===== config.mk =====
export PLATFORM = sky130hd
export DESIGN_NAME = sphere_collision_impulse
export DESIGN_NICKNAME = d
export VERILOG_FILES = /design/src/rtl/sci_pkg.sv /design/src/rtl/sphere_collision_impulse.sv /design/src/rtl/sci_alu.sv /design/src/rtl/sci_ctrl.sv
export SDC_FILE = /design/constraint.sdc
export NUM_CORES = 2
export LEC_CHECK = 0
export CORE_MARGIN = 5
export CORE_UTILIZATION = 40
export DETAILED_ROUTE_END_ITERATION = 6
export DONT_BUFFER_PORTS = 1
export HOLD_SLACK_MARGIN = 0.08
export PLACE_DENSITY_LB_ADDON = 0.2
export SLEW_MARGIN = 20
export SYNTH_ARGS = -nofsm -noshare
export SYNTH_HDL_FRONTEND = slang
export SYNTH_HIERARCHICAL = 1
export SYNTH_SLANG_ARGS = --single-unit

===== constraint.sdc =====
create_clock -name clk -period 10.6 [get_ports clk]
set_input_delay 1.59 -clock clk [delete_from_list [all_inputs] [get_ports clk]]
set_output_delay 1.59 -clock clk [all_outputs]
set_load 0.01 [all_outputs]

===== src/rtl/sci_pkg.sv =====
// shared types, constants and helpers for the sphere collision impulse block
package sci_pkg;

  localparam int WORD_BITS    = 32;
  localparam int FRAC_BITS    = 16;
  localparam int RES_BITS     = 16;
  localparam int ALU_BITS     = 64;
  localparam int CNT_BITS     = 7;
  localparam int MAG_BITS     = WORD_BITS + 1;
  localparam int NRM_BITS     = FRAC_BITS + 2;
  localparam int DIST_BITS    = WORD_BITS + 3;
  localparam int RATIO_BITS   = FRAC_BITS + 1;
  localparam int KEEP_BITS    = 40;
  localparam int CFG_IDX_BITS = 1;

  localparam logic [RES_BITS-1:0]  RESTITUTION_RESET = 16'd62259;
  localparam logic [WORD_BITS-2:0] MASS_ONE          = 31'(1) << FRAC_BITS;

  localparam logic signed [ALU_BITS-1:0] WORD_MAX = (64'sd1 <<< (WORD_BITS - 1)) - 64'sd1;
  localparam logic signed [ALU_BITS-1:0] WORD_MIN = -WORD_MAX - 64'sd1;

  typedef enum logic [1:0] {
    CMD_LOAD = 2'd0,
    CMD_PAIR = 2'd1,
    CMD_WALL = 2'd2,
    CMD_RSVD = 2'd3
  } cmd_t;

  typedef enum logic [1:0] {
    AXIS_NONE = 2'd0,
    AXIS_X    = 2'd1,
    AXIS_Y    = 2'd2,
    AXIS_Z    = 2'd3
  } axis_t;

  typedef enum logic [CFG_IDX_BITS-1:0] {
    CFG_RESTITUTION = 1'd0,
    CFG_TOLERANCE   = 1'd1
  } cfg_idx_t;

  typedef enum logic [1:0] {
    ALU_MUL  = 2'd0,
    ALU_DIV  = 2'd1,
    ALU_SQRT = 2'd2
  } alu_op_t;

  typedef enum logic [4:0] {
    ST_IDLE,
    ST_WALL,
    ST_EMIT_W,
    ST_PREP,
    ST_SQ,
    ST_SQRT,
    ST_GAP,
    ST_DIVN,
    ST_DOT,
    ST_VN,
    ST_K,
    ST_RA,
    ST_RB,
    ST_KA,
    ST_KB,
    ST_UPD,
    ST_EMIT_A,
    ST_EMIT_B
  } state_t;

  typedef struct packed {
    cmd_t                        cmd;
    logic signed [WORD_BITS-1:0] pos_x;
    logic signed [WORD_BITS-1:0] pos_y;
    logic signed [WORD_BITS-1:0] pos_z;
    logic signed [WORD_BITS-1:0] vel_x;
    logic signed [WORD_BITS-1:0] vel_y;
    logic signed [WORD_BITS-1:0] vel_z;
    logic [WORD_BITS-2:0]        radius;
    logic [WORD_BITS-2:0]        mass;
    axis_t                       wall_axis;
  } in_item_t;

  typedef struct packed {
    logic                        which_particle;
    logic signed [WORD_BITS-1:0] new_vel_x;
    logic signed [WORD_BITS-1:0] new_vel_y;
    logic signed [WORD_BITS-1:0] new_vel_z;
    logic                        impulse_applied;
    logic                        last;
  } out_item_t;

  typedef struct packed {
    logic                start;
    alu_op_t             op;
    logic [CNT_BITS-1:0] cnt;
    logic [ALU_BITS-1:0] a;
    logic [ALU_BITS-1:0] b;
  } alu_req_t;

  typedef struct packed {
    logic                done;
    logic [ALU_BITS-1:0] result;
  } alu_rsp_t;

  function automatic logic signed [WORD_BITS-1:0] sat_word(input logic signed [ALU_BITS-1:0] x);
    logic signed [WORD_BITS-1:0] r;
    if (x > WORD_MAX) r = WORD_MAX[WORD_BITS-1:0];
    else if (x < WORD_MIN) r = WORD_MIN[WORD_BITS-1:0];
    else r = x[WORD_BITS-1:0];
    return r;
  endfunction

  function automatic logic [MAG_BITS-1:0] mag_of(input logic signed [MAG_BITS-1:0] x);
    logic [MAG_BITS-1:0] r;
    r = x[MAG_BITS-1] ? MAG_BITS'(-x) : MAG_BITS'(x);
    return r;
  endfunction

endpackage


===== src/rtl/sphere_collision_impulse.sv =====
// top level of the sphere collision impulse block
//
// usage:
//   in channel (in_valid/in_ready/in_data) takes one command per transfer:
//   load keeps particle A, pair resolves particle B against A, wall reflects
//   out channel (out_valid/out_ready/out_data) gives results: a pair gives A
//   then B (last on B), a wall item gives one result, load and ignored
//   commands give none
//   cfg channel (cfg_valid/cfg_ready/cfg_index/cfg_data) writes restitution
//   and contact tolerance; always ready, write only while idle
// operations:
//   load is stored while idle; a wall item runs one 16-step multiply
//   a pair squares and roots the distance; contact adds the normal divides
//   and dot products, and an impulse adds the scaling and update steps;
//   the unit handles one bit (two for the root) per step
//   in_ready is high only while the sequencer is idle
// reset: sync, clears sequencer, result valid and held-particle valid;
//   restitution returns to 0.95, tolerance to zero, held mass to one
// stall: a finished result waits in the output register; the next input
//   transfer is still taken, and the next result waits for the slot
module sphere_collision_impulse import sci_pkg::*; (
  input  logic                    clk,
  input  logic                    rst,
  input  logic                    in_valid,
  output logic                    in_ready,
  input  in_item_t                in_data,
  output logic                    out_valid,
  input  logic                    out_ready,
  output out_item_t               out_data,
  input  logic                    cfg_valid,
  output logic                    cfg_ready,
  input  logic [CFG_IDX_BITS-1:0] cfg_index,
  input  logic [WORD_BITS-1:0]    cfg_data
);

  logic [RES_BITS-1:0]         restitution;
  logic signed [WORD_BITS-1:0] contact_tolerance;
  alu_req_t                    alu_req;
  alu_rsp_t                    alu_rsp;

  // configuration writes are always accepted and registered
  assign cfg_ready = 1'b1;

  always_ff @(posedge clk) begin
    if (rst) begin
      restitution       <= RESTITUTION_RESET;
      contact_tolerance <= '0;
    end else if (cfg_valid && cfg_ready) begin
      unique case (cfg_idx_t'(cfg_index))
        CFG_RESTITUTION: restitution       <= cfg_data[RES_BITS-1:0];
        CFG_TOLERANCE:   contact_tolerance <= cfg_data;
        default:         restitution       <= restitution;
      endcase
    end
  end

  // sequencer with particle store and result register
  sci_ctrl u_ctrl (
    .clk               (clk),
    .rst               (rst),
    .in_valid          (in_valid),
    .in_ready          (in_ready),
    .in_data           (in_data),
    .out_valid         (out_valid),
    .out_ready         (out_ready),
    .out_data          (out_data),
    .restitution       (restitution),
    .contact_tolerance (contact_tolerance),
    .alu_req           (alu_req),
    .alu_rsp           (alu_rsp)
  );

  // shared multiply / divide / root unit
  sci_alu u_alu (
    .clk (clk),
    .rst (rst),
    .req (alu_req),
    .rsp (alu_rsp)
  );

endmodule


===== src/rtl/sci_alu.sv =====
// shared iterative unit: shift-add multiply, restoring divide, digit-by-digit square root
module sci_alu import sci_pkg::*; (
  input  logic     clk,
  input  logic     rst,
  input  alu_req_t req,
  output alu_rsp_t rsp
);

  logic                busy;
  logic                done;
  logic [CNT_BITS-1:0] cnt;
  alu_op_t             op;
  logic [ALU_BITS-1:0] a;
  logic [ALU_BITS-1:0] b;
  logic [ALU_BITS-1:0] acc;
  logic [ALU_BITS:0]   rem;

  logic [ALU_BITS:0]   rem_sh;
  logic [ALU_BITS:0]   trial;
  logic [ALU_BITS:0]   diff;
  logic                fits;

  always_comb begin
    if (op == ALU_SQRT) begin
      rem_sh = {rem[ALU_BITS-2:0], a[ALU_BITS-1:ALU_BITS-2]};
      trial  = {acc[ALU_BITS-2:0], 2'b01};
    end else begin
      rem_sh = {rem[ALU_BITS-1:0], a[ALU_BITS-1]};
      trial  = {1'b0, b};
    end
    diff = rem_sh - trial;
    fits = rem_sh >= trial;
  end

  always_ff @(posedge clk) begin
    if (rst) begin
      busy <= 1'b0;
      done <= 1'b0;
      cnt  <= '0;
    end else begin
      done <= busy && (cnt == CNT_BITS'(1));
      if (req.start) begin
        busy <= 1'b1;
        cnt  <= req.cnt;
      end else if (busy) begin
        cnt <= cnt - CNT_BITS'(1);
        if (cnt == CNT_BITS'(1)) busy <= 1'b0;
      end
    end
  end

  always_ff @(posedge clk) begin
    if (req.start) begin
      op  <= req.op;
      a   <= req.a;
      b   <= req.b;
      acc <= '0;
      rem <= '0;
    end else if (busy) begin
      unique case (op)
        ALU_MUL: begin
          if (b[0]) acc <= acc + a;
          a <= a << 1;
          b <= b >> 1;
        end
        ALU_DIV: begin
          rem <= fits ? diff : rem_sh;
          acc <= {acc[ALU_BITS-2:0], fits};
          a   <= a << 1;
        end
        ALU_SQRT: begin
          rem <= fits ? diff : rem_sh;
          acc <= {acc[ALU_BITS-2:0], fits};
          a   <= a << 2;
        end
        default: begin
          acc <= acc;
        end
      endcase
    end
  end

  assign rsp.done   = done;
  assign rsp.result = acc;

endmodule


===== src/rtl/sci_ctrl.sv =====
// sequencer, particle store, operand registers and result register
module sci_ctrl import sci_pkg::*; (
  input  logic                        clk,
  input  logic                        rst,
  input  logic                        in_valid,
  output logic                        in_ready,
  input  in_item_t                    in_data,
  output logic                        out_valid,
  input  logic                        out_ready,
  output out_item_t                   out_data,
  input  logic [RES_BITS-1:0]         restitution,
  input  logic signed [WORD_BITS-1:0] contact_tolerance,
  output alu_req_t                    alu_req,
  input  alu_rsp_t                    alu_rsp
);

  state_t state, state_next;

  logic                        go;
  logic [1:0]                  idx;
  logic                        side;
  logic                        imp;
  logic [1:0]                  s;
  logic [1:0]                  axis_i;

  logic signed [WORD_BITS-1:0] held_pos [3];
  logic signed [WORD_BITS-1:0] held_vel [3];
  logic [WORD_BITS-2:0]        held_radius;
  logic [WORD_BITS-2:0]        held_mass;
  logic                        held_valid;

  logic signed [MAG_BITS-1:0]  d [3];
  logic signed [WORD_BITS-1:0] vb [3];
  logic [WORD_BITS-2:0]        rad_b;
  logic [WORD_BITS-2:0]        mass_b;
  logic [ALU_BITS-1:0]         sum;
  logic [DIST_BITS-1:0]        center_dist;
  logic [NRM_BITS-1:0]         nmag [3];
  logic                        nneg [3];
  logic signed [ALU_BITS-1:0]  dot;
  logic [KEEP_BITS-1:0]        k;
  logic [RATIO_BITS-1:0]       ra;
  logic [RATIO_BITS-1:0]       rb;
  logic [KEEP_BITS-1:0]        ka;
  logic [KEEP_BITS-1:0]        kb;

  logic                        accept;
  logic                        emit_ok;
  logic [MAG_BITS-1:0]         dmag [3];
  logic [MAG_BITS-1:0]         mmax;
  logic signed [MAG_BITS-1:0]  dv;
  logic signed [MAG_BITS-1:0]  vwall;
  logic [WORD_BITS-1:0]        msum;
  logic signed [DIST_BITS+1:0] gap;
  logic                        hit;
  logic signed [ALU_BITS-1:0]  vn;
  logic signed [ALU_BITS-1:0]  sres;
  logic                        sneg;

  // axis slot of a wall item, kept in idx at accept
  function automatic logic [1:0] in_axis_minus_one(input state_t st);
    logic [1:0] r;
    r = (st == ST_WALL) ? idx : 2'd0;
    return r;
  endfunction

  assign accept  = in_valid && in_ready;
  assign emit_ok = !out_valid || out_ready;
  assign axis_i  = 2'(in_axis_minus_one(state));

  always_comb begin
    for (int i = 0; i < 3; i++) dmag[i] = mag_of(d[i]);
    mmax = dmag[0];
    if (dmag[1] > mmax) mmax = dmag[1];
    if (dmag[2] > mmax) mmax = dmag[2];
    dv    = MAG_BITS'(held_vel[idx]) - MAG_BITS'(vb[idx]);
    vwall = MAG_BITS'(vb[axis_i]);
    msum  = {1'b0, held_mass} + {1'b0, mass_b};
    gap   = $signed({2'b00, center_dist})
            - $signed((DIST_BITS+2)'(held_radius) + (DIST_BITS+2)'(rad_b));
    hit   = (gap < (DIST_BITS+2)'(contact_tolerance)) && (center_dist != '0);
    vn    = dot >>> FRAC_BITS;
    unique case (state)
      ST_WALL: sneg = !vwall[MAG_BITS-1];
      ST_DOT:  sneg = dv[MAG_BITS-1] ^ nneg[idx];
      default: sneg = nneg[idx];
    endcase
    sres = sneg ? -$signed(alu_rsp.result) : $signed(alu_rsp.result);
  end

  always_comb begin
    state_next  = state;
    in_ready    = 1'b0;
    alu_req     = '0;
    alu_req.op  = ALU_MUL;
    unique case (state)
      ST_IDLE: begin
        in_ready = 1'b1;
        if (in_valid) begin
          unique case (in_data.cmd)
            CMD_LOAD: state_next = ST_IDLE;
            CMD_WALL: state_next = (in_data.wall_axis == AXIS_NONE) ? ST_EMIT_W : ST_WALL;
            CMD_PAIR: state_next = held_valid ? ST_PREP : ST_IDLE;
            default:  state_next = ST_IDLE;
          endcase
        end
      end
      ST_WALL: begin
        alu_req.a   = ALU_BITS'(mag_of(vwall));
        alu_req.b   = ALU_BITS'(restitution);
        alu_req.cnt = CNT_BITS'(RES_BITS);
        if (alu_rsp.done) state_next = ST_EMIT_W;
      end
      ST_EMIT_W: if (emit_ok) state_next = ST_IDLE;
      ST_PREP: state_next = ST_SQ;
      ST_SQ: begin
        alu_req.a   = ALU_BITS'(dmag[idx] >> s);
        alu_req.b   = ALU_BITS'(dmag[idx] >> s);
        alu_req.cnt = CNT_BITS'(WORD_BITS - 1);
        if (alu_rsp.done && idx == 2'd2) state_next = ST_SQRT;
      end
      ST_SQRT: begin
        alu_req.op  = ALU_SQRT;
        alu_req.a   = sum;
        alu_req.cnt = CNT_BITS'(ALU_BITS / 2);
        if (alu_rsp.done) state_next = ST_GAP;
      end
      ST_GAP: state_next = hit ? ST_DIVN : ST_EMIT_A;
      ST_DIVN: begin
        alu_req.op  = ALU_DIV;
        alu_req.a   = {dmag[idx], (ALU_BITS - MAG_BITS)'(0)};
        alu_req.b   = ALU_BITS'(center_dist);
        alu_req.cnt = CNT_BITS'(MAG_BITS + FRAC_BITS);
        if (alu_rsp.done && idx == 2'd2) state_next = ST_DOT;
      end
      ST_DOT: begin
        alu_req.a   = ALU_BITS'(mag_of(dv));
        alu_req.b   = ALU_BITS'(nmag[idx]);
        alu_req.cnt = CNT_BITS'(NRM_BITS);
        if (alu_rsp.done && idx == 2'd2) state_next = ST_VN;
      end
      ST_VN: state_next = (vn < 0 && msum != '0) ? ST_K : ST_EMIT_A;
      ST_K: begin
        alu_req.a   = ALU_BITS'(-vn);
        alu_req.b   = ALU_BITS'({1'b1, restitution});
        alu_req.cnt = CNT_BITS'(RES_BITS + 1);
        if (alu_rsp.done) state_next = ST_RA;
      end
      ST_RA: begin
        alu_req.op  = ALU_DIV;
        alu_req.a   = {mass_b, (ALU_BITS - WORD_BITS + 1)'(0)};
        alu_req.b   = ALU_BITS'(msum);
        alu_req.cnt = CNT_BITS'(WORD_BITS - 1 + FRAC_BITS);
        if (alu_rsp.done) state_next = ST_RB;
      end
      ST_RB: begin
        alu_req.op  = ALU_DIV;
        alu_req.a   = {held_mass, (ALU_BITS - WORD_BITS + 1)'(0)};
        alu_req.b   = ALU_BITS'(msum);
        alu_req.cnt = CNT_BITS'(WORD_BITS - 1 + FRAC_BITS);
        if (alu_rsp.done) state_next = ST_KA;
      end
      ST_KA: begin
        alu_req.a   = ALU_BITS'(k);
        alu_req.b   = ALU_BITS'(ra);
        alu_req.cnt = CNT_BITS'(RATIO_BITS);
        if (alu_rsp.done) state_next = ST_KB;
      end
      ST_KB: begin
        alu_req.a   = ALU_BITS'(k);
        alu_req.b   = ALU_BITS'(rb);
        alu_req.cnt = CNT_BITS'(RATIO_BITS);
        if (alu_rsp.done) state_next = ST_UPD;
      end
      ST_UPD: begin
        alu_req.a   = ALU_BITS'(side ? kb : ka);
        alu_req.b   = ALU_BITS'(nmag[idx]);
        alu_req.cnt = CNT_BITS'(NRM_BITS);
        if (alu_rsp.done && side && idx == 2'd2) state_next = ST_EMIT_A;
      end
      ST_EMIT_A: if (emit_ok) state_next = ST_EMIT_B;
      ST_EMIT_B: if (emit_ok) state_next = ST_IDLE;
      default: state_next = ST_IDLE;
    endcase
    // start the unit whenever an arithmetic state has no operation in flight
    unique case (state)
      ST_WALL, ST_SQ, ST_SQRT, ST_DIVN, ST_DOT, ST_K, ST_RA, ST_RB, ST_KA, ST_KB,
      ST_UPD: alu_req.start = !go;
      default: alu_req.start = 1'b0;
    endcase
  end

  always_ff @(posedge clk) begin
    if (rst) begin
      state      <= ST_IDLE;
      go         <= 1'b0;
      held_valid <= 1'b0;
      out_valid  <= 1'b0;
    end else begin
      state <= state_next;
      if (alu_req.start) go <= 1'b1;
      else if (alu_rsp.done) go <= 1'b0;
      if (accept && in_data.cmd == CMD_LOAD) held_valid <= 1'b1;
      if ((state == ST_EMIT_W || state == ST_EMIT_A || state == ST_EMIT_B) && emit_ok)
        out_valid <= 1'b1;
      else if (out_ready)
        out_valid <= 1'b0;
    end
  end

  // particle store
  always_ff @(posedge clk) begin
    if (rst) begin
      for (int i = 0; i < 3; i++) begin
        held_pos[i] <= '0;
        held_vel[i] <= '0;
      end
      held_radius <= '0;
      held_mass   <= MASS_ONE;
    end else begin
      if (accept && in_data.cmd == CMD_LOAD) begin
        held_pos[0] <= in_data.pos_x;
        held_pos[1] <= in_data.pos_y;
        held_pos[2] <= in_data.pos_z;
        held_vel[0] <= in_data.vel_x;
        held_vel[1] <= in_data.vel_y;
        held_vel[2] <= in_data.vel_z;
        held_radius <= in_data.radius;
        held_mass   <= in_data.mass;
      end
      if (state == ST_UPD && alu_rsp.done && !side)
        held_vel[idx] <= sat_word(ALU_BITS'(held_vel[idx]) + (sres >>> FRAC_BITS));
    end
  end

  // working registers
  always_ff @(posedge clk) begin
    if (accept) begin
      d[0]   <= MAG_BITS'(held_pos[0]) - MAG_BITS'(in_data.pos_x);
      d[1]   <= MAG_BITS'(held_pos[1]) - MAG_BITS'(in_data.pos_y);
      d[2]   <= MAG_BITS'(held_pos[2]) - MAG_BITS'(in_data.pos_z);
      vb[0]  <= in_data.vel_x;
      vb[1]  <= in_data.vel_y;
      vb[2]  <= in_data.vel_z;
      rad_b  <= in_data.radius;
      mass_b <= in_data.mass;
      imp    <= 1'b0;
      idx    <= 2'(in_data.wall_axis - AXIS_X);
    end
    unique case (state)
      ST_WALL: if (alu_rsp.done) begin
        vb[idx] <= sat_word(sres >>> RES_BITS);
        imp     <= 1'b1;
      end
      ST_PREP: begin
        s    <= mmax[MAG_BITS-1] ? 2'd2 : (mmax[MAG_BITS-2] ? 2'd1 : 2'd0);
        sum  <= '0;
        idx  <= 2'd0;
        dot  <= '0;
        side <= 1'b0;
      end
      ST_SQ: if (alu_rsp.done) begin
        sum <= sum + alu_rsp.result;
        idx <= (idx == 2'd2) ? 2'd0 : idx + 2'd1;
      end
      ST_SQRT: if (alu_rsp.done)
        center_dist <= DIST_BITS'(alu_rsp.result[WORD_BITS-1:0]) << s;
      ST_DIVN: if (alu_rsp.done) begin
        nmag[idx] <= alu_rsp.result[NRM_BITS-1:0];
        nneg[idx] <= d[idx][MAG_BITS-1];
        idx       <= (idx == 2'd2) ? 2'd0 : idx + 2'd1;
      end
      ST_DOT: if (alu_rsp.done) begin
        dot <= dot + sres;
        idx <= (idx == 2'd2) ? 2'd0 : idx + 2'd1;
      end
      ST_K:  if (alu_rsp.done) k  <= KEEP_BITS'(alu_rsp.result >> RES_BITS);
      ST_RA: if (alu_rsp.done) ra <= alu_rsp.result[RATIO_BITS-1:0];
      ST_RB: if (alu_rsp.done) rb <= alu_rsp.result[RATIO_BITS-1:0];
      ST_KA: if (alu_rsp.done) ka <= KEEP_BITS'(alu_rsp.result >> FRAC_BITS);
      ST_KB: if (alu_rsp.done) kb <= KEEP_BITS'(alu_rsp.result >> FRAC_BITS);
      ST_UPD: if (alu_rsp.done) begin
        if (side) vb[idx] <= sat_word(ALU_BITS'(vb[idx]) - (sres >>> FRAC_BITS));
        if (idx == 2'd2) begin
          idx  <= 2'd0;
          side <= 1'b1;
          if (side) imp <= 1'b1;
        end else begin
          idx <= idx + 2'd1;
        end
      end
      default: ;
    endcase
  end

  // result register
  always_ff @(posedge clk) begin
    if (emit_ok) begin
      unique case (state)
        ST_EMIT_W, ST_EMIT_B: begin
          out_data.which_particle  <= (state == ST_EMIT_B);
          out_data.new_vel_x       <= vb[0];
          out_data.new_vel_y       <= vb[1];
          out_data.new_vel_z       <= vb[2];
          out_data.impulse_applied <= imp;
          out_data.last            <= 1'b1;
        end
        ST_EMIT_A: begin
          out_data.which_particle  <= 1'b0;
          out_data.new_vel_x       <= held_vel[0];
          out_data.new_vel_y       <= held_vel[1];
          out_data.new_vel_z       <= held_vel[2];
          out_data.impulse_applied <= imp;
          out_data.last            <= 1'b0;
        end
        default: begin
          out_data <= out_data;
        end
      endcase
    end
  end

endmodule


==> out/qor.tcl <==
set qor(fin_util_pct) 44.1
set qor(tritonroute_pass_1_iters) 7
set qor(cts_tree) {done}
set qor(routedWlPerCell_um) 28.1
set qor(detail_route.vias_per_cell) 6.16
set qor(yosys_warnings) 6
set qor(preCtsSetupSlack_ns) -0.0154
set qor(rsz0062_at_grt) {no}
set qor(worstSetupPathType) {flip-flop to flip-flop}
set qor(hold_path_startpoint) {u_alu/rem[1]}
set qor(drv_cap) 0
set qor(synthArstFlopShare_pct) 0
set qor(global_route.usage.total_pct) 28.9
set qor(crit-reg2reg-launch) {u_ctrl/idx[0]}
set qor(setup_viol) 0
set qor(layout-drive-gt1-share_pct) 9.69
set qor(worst_path_most_repeated_cell) {o2111ai_1}
set qor(min_path_type) {flip-flop to flip-flop}
set qor(clk_root_buffer_cell) {clkbuf_16}
set qor(regToRegEndpoint) {u_ctrl/held_vel[2][3]}
set qor(detail_route.drc_violations) 8
set qor(fin_crit_ns) 10.17
set qor(netlist_top_cells_count) {1119 x edfxtp_1, 898 x nand2_1, 862 x nor2_1}
set qor(synthDominantAreaCellType) {edfxtp_1}
set qor(vias_in_the_first_global_route) 82091
set qor(clk_pin_slew_ns) 0.06
set qor(synthTopCellsByArea) {edfxtp_1 34%, ha_1 8.1%, dfxtp_1 5.2%}
set qor(violations) {DRC}
set qor(height_of_the_chip_um) 510
set qor(r2r.worst_path.cells) 37
set qor(postSynth.topFlopCell) {edfxtp_1}
set qor(num-fill-cells) 23980
set qor(multi_input_comb_area_um2) 57100
set qor(die_width_um) 510
set qor(syn_to_final_growth_pct) 9.93
set qor(worstSetupEndpointType) {flip-flop}
set qor(pin_count) 398
set qor(clock_tree.buffer_depth) 3
set qor(dpl_cell_area_um2) 104000
set qor(worstHoldPathCells) 2
set qor(stdcell_area_um2) 110000
set qor(crit_arrival_ns) 10.75
set qor(hold-path-endpoint) {u_alu/rem[1]}
set qor(tritoncts_num_sinks) 1377
set qor(design.core.area_um2) 249000
set qor(antenna_found_initial) 33
set qor(postRouteWirelength_mm) 391
set qor(period_share_pct) 96.0
set qor(clock_skew_ns) 0.0552
set qor(place.gp.congestion) 1.00
set qor(grt.overflow.total) 0
set qor(nNetsFinal) 11372
set qor(area.sequential_um2) 38800
set qor(syn_inst) 10513
set qor(hold_violations) 0
set qor(number_of_enable_type_register_cells_in_the_synthesized_netlist) 1119
set qor(relSlewSlack_pct) 16.4
set qor(clkLatencyLatePin_ns) 0.85
set qor(cp_data_required_time_ns) 11.18
set qor(ys_seq_elements) 1377
set qor(clock.fmax_mhz) 98.3
set qor(sort_of_element_at_the_start_of_the_critical_path) {flip-flop}
set qor(dpl.hpwl_mm) 300
set qor(final-max-slew-violation-count) 0
set qor(cts_max_level) 4
set qor(tightestPinTransition_ns) 1.24
set qor(grt_max_degree) 97
set qor(synth_most_common_cell) {edfxtp_1}
set qor(status) {complete, but fails checks}
set qor(floorplan.initialDensity_pct) 40.2
set qor(critical-path-slowest-cell) {or4b_1}
set qor(buffer_ports.inserted) 0
set qor(crit_path_max_incr_delay_ns) 0.58
set qor(ys_seq_area_share_pct) 38.8
set qor(grt_first_pass_wirelength_mm) 562
set qor(vias) 85566
set qor(die_area_um2) 260000
set qor(number_of_buffers_created_by_cts) 167
set qor(timing.critical_path.fanout_max) 30
set qor(avgSynthCellArea_um2) 9.50
set qor(synthDistinctLibCells) 124
set qor(drt_first_iter_violations) 9394
set qor(hold_buffers_post_cts) 0
set qor(post_synthesis_cell_area_um2) 99900
set qor(ant_nets) 0
set qor(r2r_setup_slk_ns) 0.43
set qor(std_cell_rows) 183
set qor(synth.top_cell.area_share_pct) 33.7
set qor(post-route-worst-setup-slack_ns) 0.428
## how the worst max path moves through the flow
stage	from	depth (start not counted)	end	slack (ns)
5_1_grt	u_ctrl/idx[0]	34	u_ctrl/dot[60]	0.02
4_1_cts	u_ctrl/idx[0]	36	u_ctrl/vb[1][0]	0.05
3_5_place_dp	u_ctrl/idx[0]	36	u_ctrl/vb[1][0]	-0.02
6_report	u_ctrl/idx[0]	37	u_ctrl/held_vel[2][3]	0.43
2_1_floorplan	u_ctrl/idx[0]	44	u_ctrl/held_vel[1][24]	0.15
3_3_place_gp	u_ctrl/idx[0]	36	u_ctrl/vb[1][0]	0.12
## layer usage
| layer | vias up | global-route usage [%] | part of all wire, % |
|---|---|---|---|
| li1 | 38773 | - | - |
| met5 | - | 0 | 0.023 |
| met1 | 41934 | 37.9 | 41 |
| met4 | 14 | 13.8 | 5.4 |
| met3 | 796 | 6.17 | 8.9 |
| met2 | 4049 | 45.5 | 45 |
## critical path: cells and delay by family, from the launching register on
| family | cells | cell delay, ns |
|---|---|---|
| compound gates | 19 | 4.48 |
| simple gates | 7 | 2.00 |
| fa+ha+maj | 4 | 1.26 |
| buf+inv | 5 | 0.76 |
| mux | 1 | 0.57 |
| flops | 1 | 0.53 |
| xor+xnor | 1 | 0.24 |
## area by class of cell
class	instances	share of cell area (%)
clock inverter	91	0.989
timing repair buffer	233	1.69
inverter	569	1.96
tap	3330	3.80
sequential	1377	35.3
clock buffer	222	4.16
antenna	40	0.0912
multi-input combinational	8037	52.0
## per-stage QoR
| step | cells | TNS [ns] | hold WS [ns] |
|---|---|---|---|
| 2_1_floorplan | 10542 | 0 | 0.408 |
| 3_3_place_gp | 13542 | 0 | 0.459 |
| 3_5_place_dp | 13544 | -0.0302 | 0.464 |
| 4_1_cts | 13857 | 0 | 0.474 |
| 5_1_grt | 13885 | 0 | 0.493 |
| 6_report | 13899 | 0 | 0.472 |
## cells by family after synthesis
| group | after synthesis | synth area share [%] |
|---|---|---|
| simple gates | 2964 | 14.1 |
| buf+inv | 1128 | 4.54 |
| compound gates | 3024 | 19.6 |
| flops | 1377 | 38.8 |
| xor+xnor | 686 | 6.05 |
| other cells | 2 | 0.00752 |
| mux | 638 | 7.90 |
| fa+ha+maj | 694 | 9.00 |
## repair_timing
action,CTS,global route
endpoints found under the setup margin,7,254
setup buffers,0,1
pin swaps,0,1
resized for setup,3,14
## cells in the final DEF (no fill, tap or decap), types with 42 or more instances in the layout
master and n:
inv_1 561, a221o_1 51, clkbuf_16 168, o21ai_0 832, a21o_1 232, nor3_1 161, a222oi_1 67, mux2i_1 281
a21oi_1 741, buf_4 225, and3_1 83, nand3_1 197, o21a_1 81, or3_1 74, a31oi_1 73, fa_1 42
o21bai_1 84, o221ai_1 44, o31ai_1 64, xnor2_1 369, a21boi_0 67, ha_1 646, o22ai_1 49, nor2b_1 122
o211ai_1 147, and2_1 43, mux4_2 94, a211oi_1 75, mux2_2 261, dfxtp_1 256, edfxtp_1 1119, xor2_1 314
nand2_1 887, nor2_1 850, nand2b_1 149, nor4_1 62, nand4_1 107
## state kept, by name, summed over array words and instances, names as in the netlist, 64 cells and up
signal	flops
u_ctrl/held_vel	128
u_ctrl/vb	128
u_ctrl/d	99
u_ctrl/out_data	99
u_ctrl/held_pos	96
u_alu/a	64
u_alu/acc	64
u_alu/b	64
u_alu/rem	64
u_ctrl/dot	64
u_ctrl/sum	64
Power is left out: the tool's default activity adds up to more than one toggle a clock period on the data nets, which glitch-free logic cannot reach.
